### src/hdl/crc16_ascii_frame_checker_assert.svh
// Assertion macros shared by the frame checker modules.
`ifndef CRC16_ASCII_FRAME_CHECKER_ASSERT_SVH
`define CRC16_ASCII_FRAME_CHECKER_ASSERT_SVH

// Same-cycle implication, checked out of reset.
`define CAFC_ASSERT_IMPL(label, ante, cons) \
  label: assert property (@(posedge clk) disable iff (!rst_n) (ante) |-> (cons)) \
    else $error("cafc assertion failed");

// Next-cycle implication, checked out of reset.
`define CAFC_ASSERT_NEXT(label, ante, cons) \
  label: assert property (@(posedge clk) disable iff (!rst_n) (ante) |=> (cons)) \
    else $error("cafc assertion failed");

`endif

### src/hdl/cafc_pkg.sv
// Types, constants and helper functions for the CRC-16 frame checker.
package cafc_pkg;

  localparam int COUNT_WIDTH_DEF = 13;
  localparam int LEN_W           = 13;
  localparam int CAP_W           = 12;
  localparam int CRC_W           = 16;

  localparam logic [CAP_W-1:0] CAP_RESET   = 12'd160;
  localparam logic [LEN_W-1:0] OUT_LEN_MAX = 13'd8191;
  localparam logic [CRC_W-1:0] CRC_INIT    = 16'hFFFF;
  localparam logic [CRC_W-1:0] CRC_POLY    = 16'h1021;
  localparam logic [2:0]       CRC_DIGITS  = 3'd4;

  localparam logic [7:0] CHAR_DOLLAR = 8'h24;
  localparam logic [7:0] CHAR_STAR   = 8'h2A;
  localparam logic [7:0] CHAR_0      = 8'h30;
  localparam logic [7:0] CHAR_9      = 8'h39;
  localparam logic [7:0] CHAR_UA     = 8'h41;
  localparam logic [7:0] CHAR_UF     = 8'h46;
  localparam logic [7:0] CHAR_LA     = 8'h61;
  localparam logic [7:0] CHAR_LF     = 8'h66;

  localparam logic [1:0] ST_OK       = 2'd0;
  localparam logic [1:0] ST_CRC_ERR  = 2'd1;
  localparam logic [1:0] ST_TOO_LONG = 2'd2;

  typedef struct packed {
    logic [7:0] char_byte;
    logic       is_end;
  } cafc_item_t;

  typedef struct packed {
    logic [1:0]       status;
    logic             framed;
    logic [LEN_W-1:0] payload_length;
    logic [CRC_W-1:0] crc_received;
    logic [CRC_W-1:0] crc_computed;
  } cafc_result_t;

  // MSB-first CRC-16 update over one byte
  function automatic logic [CRC_W-1:0] crc16_byte(input logic [CRC_W-1:0] crc,
                                                  input logic [7:0] b);
    logic [CRC_W-1:0] c;
    c = crc ^ {b, 8'h00};
    for (int i = 0; i < 8; i++) begin
      c = c[15] ? ({c[14:0], 1'b0} ^ CRC_POLY) : {c[14:0], 1'b0};
    end
    return c;
  endfunction

  // {digit valid, nibble}
  function automatic logic [4:0] hex_digit(input logic [7:0] ch);
    logic [7:0] d;
    d = 8'h00;
    priority if (ch >= CHAR_0 && ch <= CHAR_9) begin
      d = ch - CHAR_0;
      return {1'b1, d[3:0]};
    end else if (ch >= CHAR_UA && ch <= CHAR_UF) begin
      d = ch - CHAR_UA + 8'd10;
      return {1'b1, d[3:0]};
    end else if (ch >= CHAR_LA && ch <= CHAR_LF) begin
      d = ch - CHAR_LA + 8'd10;
      return {1'b1, d[3:0]};
    end else begin
      return 5'b0_0000;
    end
  endfunction

endpackage

### src/hdl/cafc_line_core.sv
// Per-line parser state, running CRC and verdict logic.
module cafc_line_core import cafc_pkg::*; #(
  parameter int COUNT_WIDTH = COUNT_WIDTH_DEF
) (
  input  logic             clk,
  input  logic             rst_n,
  input  logic             cfg_wr_en,
  input  logic [CAP_W-1:0] cfg_wr_data,
  input  logic             item_v,
  input  cafc_item_t       item,
  output logic             item_take,
  input  logic             res_ready,
  output logic             res_push,
  output cafc_result_t     res
);

`include "crc16_ascii_frame_checker_assert.svh"

  localparam int CW = COUNT_WIDTH;
  localparam int LW = (CW > LEN_W) ? CW : LEN_W;
  localparam logic [CW-1:0] COUNT_MAX = {CW{1'b1}};

  logic [CAP_W-1:0] cap_r;
  logic             at_start_r, at_start_nxt;
  logic             frame_r, frame_nxt;
  logic [CW-1:0]    count_r, count_nxt;
  logic [CRC_W-1:0] crc_r, crc_nxt;
  logic [CRC_W-1:0] crc_star_r, crc_star_nxt;
  logic [CW-1:0]    count_star_r, count_star_nxt;
  logic             star_r, star_nxt;
  logic [2:0]       cas_r, cas_nxt;
  logic [CRC_W-1:0] hex_r, hex_nxt;
  logic             halted_r, halted_nxt;

  logic [4:0]       hexd;
  logic [CW-1:0]    len;
  logic [LW-1:0]    len_ext;
  logic             char_take;

  assign item_take = item_v && (!item.is_end || res_ready);
  assign res_push  = item_v && item.is_end && res_ready;
  assign char_take = item_v && !item.is_end;
  assign hexd      = hex_digit(item.char_byte);

  // Character update, and line state cleared when a verdict is pushed
  always_comb begin
    at_start_nxt   = at_start_r;
    frame_nxt      = frame_r;
    count_nxt      = count_r;
    crc_nxt        = crc_r;
    crc_star_nxt   = crc_star_r;
    count_star_nxt = count_star_r;
    star_nxt       = star_r;
    cas_nxt        = cas_r;
    hex_nxt        = hex_r;
    halted_nxt     = halted_r;
    if (res_push) begin
      at_start_nxt   = 1'b1;
      frame_nxt      = 1'b0;
      count_nxt      = '0;
      crc_nxt        = CRC_INIT;
      crc_star_nxt   = CRC_INIT;
      count_star_nxt = '0;
      star_nxt       = 1'b0;
      cas_nxt        = '0;
      hex_nxt        = '0;
      halted_nxt     = 1'b0;
    end else if (char_take) begin
      at_start_nxt = 1'b0;
      if (at_start_r && item.char_byte == CHAR_DOLLAR) begin
        frame_nxt = 1'b1;
      end else begin
        if (frame_r && item.char_byte == CHAR_STAR) begin
          crc_star_nxt   = crc_r;
          count_star_nxt = count_r;
          star_nxt       = 1'b1;
          cas_nxt        = '0;
          hex_nxt        = '0;
          halted_nxt     = 1'b0;
        end else if (frame_r && star_r && cas_r < CRC_DIGITS) begin
          if (!halted_r) begin
            if (!hexd[4]) begin
              halted_nxt = 1'b1;
            end else begin
              hex_nxt = {hex_r[11:0], hexd[3:0]};
            end
          end
          cas_nxt = cas_r + 3'd1;
        end
        crc_nxt = crc16_byte(crc_r, item.char_byte);
        if (count_r != COUNT_MAX) begin
          count_nxt = count_r + 1'b1;
        end
      end
    end
  end

  // Verdict at the terminator
  assign len     = (frame_r && star_r) ? count_star_r : count_r;
  assign len_ext = LW'(len);

  always_comb begin
    res.framed         = frame_r;
    res.payload_length = (len_ext > LW'(OUT_LEN_MAX)) ? OUT_LEN_MAX : len_ext[LEN_W-1:0];
    res.crc_received   = (frame_r && star_r) ? hex_r : '0;
    res.crc_computed   = (frame_r && star_r) ? crc_star_r : crc_r;
    priority if (!frame_r) begin
      res.status = (len_ext >= LW'(cap_r)) ? ST_TOO_LONG : ST_OK;
    end else if (!star_r || cas_r < CRC_DIGITS) begin
      res.status = ST_CRC_ERR;
    end else if (len_ext >= LW'(cap_r)) begin
      res.status = ST_TOO_LONG;
    end else begin
      res.status = (hex_r == crc_star_r) ? ST_OK : ST_CRC_ERR;
    end
  end

  always_ff @(posedge clk) begin
    if (!rst_n) begin
      cap_r        <= CAP_RESET;
      at_start_r   <= 1'b1;
      frame_r      <= 1'b0;
      count_r      <= '0;
      crc_r        <= CRC_INIT;
      crc_star_r   <= CRC_INIT;
      count_star_r <= '0;
      star_r       <= 1'b0;
      cas_r        <= '0;
      hex_r        <= '0;
      halted_r     <= 1'b0;
    end else begin
      if (cfg_wr_en) begin
        cap_r <= cfg_wr_data;
      end
      at_start_r   <= at_start_nxt;
      frame_r      <= frame_nxt;
      count_r      <= count_nxt;
      crc_r        <= crc_nxt;
      crc_star_r   <= crc_star_nxt;
      count_star_r <= count_star_nxt;
      star_r       <= star_nxt;
      cas_r        <= cas_nxt;
      hex_r        <= hex_nxt;
      halted_r     <= halted_nxt;
    end
  end

  `CAFC_ASSERT_NEXT(a_line_clear, res_push, at_start_r && !frame_r && !star_r && count_r == '0)
  `CAFC_ASSERT_IMPL(a_digit_bound, 1'b1, cas_r <= CRC_DIGITS)
  `CAFC_ASSERT_IMPL(a_star_in_frame, star_r, frame_r && !at_start_r)

endmodule

### config.mk
export PLATFORM = sky130hd
export DESIGN_NAME = cafc_line_core
export DESIGN_NICKNAME = d
export VERILOG_FILES = /design/src/hdl/cafc_pkg.sv /design/src/hdl/cafc_line_core.sv
export VERILOG_INCLUDE_DIRS = /design/src /design/src/hdl
export SDC_FILE = /design/constraint.sdc
export NUM_CORES = 1
export LEC_CHECK = 0
export BUFFER_PORTS_ARGS = -buffer_cell sky130_fd_sc_hd__buf_2
export CAP_MARGIN = 20
export CORE_MARGIN = 2
export CORE_UTILIZATION = 35
export CTS_CLUSTER_SIZE = 10
export DETAILED_ROUTE_END_ITERATION = 16
export SYNTH_ARGS = -nofsm -noshare
export SYNTH_HDL_FRONTEND = slang
export SYNTH_SLANG_ARGS = --single-unit
### constraint.sdc
create_clock -name clk -period 2.75 [get_ports clk]
set_input_delay 0.55 -clock clk [delete_from_list [all_inputs] [get_ports clk]]
set_output_delay 0.55 -clock clk [all_outputs]
set_load 0.02 [all_outputs]
==> flow_summary.yaml <==
cells_and_area:
  num-nets-final: 684
  layout_common_cells: "nand2_1 (93), dfxtp_1 (91), buf_2 (73)"
  area_growth_pct: 26.05
  nFillCells: 1360
  num_antenna_cells: 0
  drive_gt1_share_pct: 30.43
  final_common_cell: "nand2_1"
  post-route-util_pct: 45.19
synth:
  synthAdderAreaFrac_pct: 4.777
  async_flop_share_pct: 0
  synthSimpleGateAreaFrac_pct: 19.64
  ys_seq_area_share_pct: 37.42
  synth_edf_count: 0
  synth_top_family_by_area: "simple AND/OR/NAND/NOR gates"
  synth_seq_cells: 93
  syn_nets: 605
  avgSynthCellArea_um2: 8.886
  yosysWarningCount: 0
  synth_area_leaders: "dfxtp_1 (37%), mux2_2 (9.3%), nand2_1 (7.1%), ha_1 (4.8%), xnor2_1 (4.6%)"
  synth.distinct_cells: 48
  synth_top_flop_cell: "dfxtp_1"
  syn_area_um2: 4976
  synth_compound_area_share_pct: 11.82
  synthMuxAreaShare_pct: 12.90
  synth_xor_area_share_pct: 8.801
  yosysTopAreaCell: "dfxtp_1"
  synth_top_area_share_pct: 37.42
  postSynthCellCount: 560
cts:
  htree_levels: 3
  path_clk_slew_ns: 0.07
  cts-root-buf: "clkbuf_16"
  cts_buffer_depth: 2
  clock-sinks: 93
  tritoncts: "yes"
  insertion_delay_ns: 0.34
  numCtsBuffers: 9
global_routing:
  grt_pass1_wl_mm: 21.06
  grt_pass1_vias: 3967
  grt_max_degree: 33
  grtUsageTotal_pct: 17.89
  antenna_found_initial: 0
  gr-total-overflow: 0
floorplanning:
  coreArea_um2: 13880
  die_y_um: 123.2
  io_pins: 76
  rows: 43
  die_x_um: 123.2
  start_util_pct: 35.85
  die_area_um2: 15190
routing:
  drt_iter0_markers: 345
  avgViaCountPerCell: 5.080
  remaining_drc_errors: 0
  antenna_left: 0
  wire_per_inst_um: 16.29
  vias: 4186
  first_pass_iters: 4
  wirelength_mm: 13.43
critical_path:
  cp.arrival_ns: 2.49
  r2r_slack_ns: 0.57
  startpoint_type: "register"
  end_kind: "output pin"
  critPathMaxFanout: 6
  cp_data_required_time_ns: 2.20
  path_class: "reg -> out"
timing:
  fin_skew_ns: 0.007176
  maxSlewViolCount: 0
  setup_viol: 2
  whs_ns: 0.4233
  fmax_mhz: 329.4
  layout_setup_ws_ns: -0.2860
  worst_pin_slew_ns: 0.7097
  rsz0062_at_grt: "true"
  fin_setup_tns_ns: -0.4752
  hold_viol_final: 0
  post-route-period-util_pct: 110.4
  min_period_ns: 3.036
  maxSlewHeadroom_pct: 52.29
placed_design:
  dpl.hpwl_mm: 9.584
  port_buffers: 75
  gp_congestion: 0.8723
power_and_ir_drop:
  p_per_area_nw_per_um2: 499.5
  ir_drop_mv: 0.3636
  total_leakage_power_nw: 2.706
run_status:
  violations: "setup timing"
  status: "finished with violations"
min_path:
  hold_path.class: "in -> reg"
flow_run:
  maxCapViolCount: 0
==> state kept, by name, indices dropped and copies added (netlist names) <==
name          count
frame_r           1
crc_r            16
halted_r          1
count_star_r     13
hex_r            16
star_r            1
cap_r            12
crc_star_r       16
cas_r             3
count_r          13
at_start_r        1
==> repair_timing <==
action,CTS,global route
hold buffers,0,0
gates resized for setup,41,3
cloned,1,0
setup endpoints to repair,2,2
setup buffers,2,0
pin swaps,14,1
==> kinds of logic (layout without fill, tap and decap cells) <==
group           Yosys count  in the layout
compound gates           80             80
xor+xnor                 50             50
fa+ha+maj                19             19
buf+inv                  57            140
flops                    93             93
mux                      59             59
simple gates            202            203
==> synth_stat cells, drive strengths merged, types with 3 or more instances <==
cell / instances
a211oi: 4
xor2: 24
nor2: 23
a22o: 12
and3: 19
dfxtp: 93
nand4: 5
nand2: 95
nand3: 25
a2111oi: 5
xnor2: 26
buf: 8
inv: 21
a31o: 4
clkbuf: 28
nor3: 3
ha: 19
nor4: 8
o211ai: 18
a21oi: 25
nor2b: 12
mux2i: 18
mux2: 41
==> power by group <==
group / internal, mW / switching, mW
logic: 0.162 / 0.211
registers: 1.38 / 0.0331
clock network: 0.823 / 0.527
==> path summary, 6_finish.rpt <==
path	from	cells past startpoint	end
max	star_r	10	res[46]
min	cfg_wr_data[5]	3	cap_r[5]
max reg2reg	count_r[1]	7	count_r[0]
min reg2reg	at_start_r	2	at_start_r
==> through the flow <==
step                      setup WS (ns)  power (mW)  cells  area, µm²
after floorplan               0.0006328       1.685    560       5039
after global placement         -0.09863       1.780    806       5673
after detailed placement        -0.1140       1.793    806       5673
after CTS                       -0.2576       3.151    824       6252
after global routing            -0.3315       3.244    824       6272
final                           -0.2860       3.133    824       6272
==> critical path, stage by stage (launching register included) <==
cell	delay (ns)
dfxtp_4	0.42
nand2_8	0.09
buf_6	0.14
mux2_4	0.31
ha_4	0.28
nand3_4	0.08
nand2b_4	0.15
a211oi_4	0.19
nor3_2	0.09
a31o_2	0.25
buf_6	0.13
==> metal layers <==
layer,global-route usage (%),vias to the layer above,wire [µm]
li1,-,2106,-
met1,25.65,1962,6395
met2,27.58,109,6177
met3,2.168,9,708
met4,6.392,0,145
met5,0,-,0
==> final cells by class <==
cell class	instances	area, µm²	share of cell area, %
clock buffers	11	242.7	3.870
clock inverters	5	83.83	1.337
inverters	21	78.83	1.257
multi-input cells	411	3151	50.23
flip-flops and latches	93	1869	29.80
well taps	180	225.2	3.591
repair buffers	103	621.8	9.914
No activity file was read; power rests on OpenSTA's default activity.
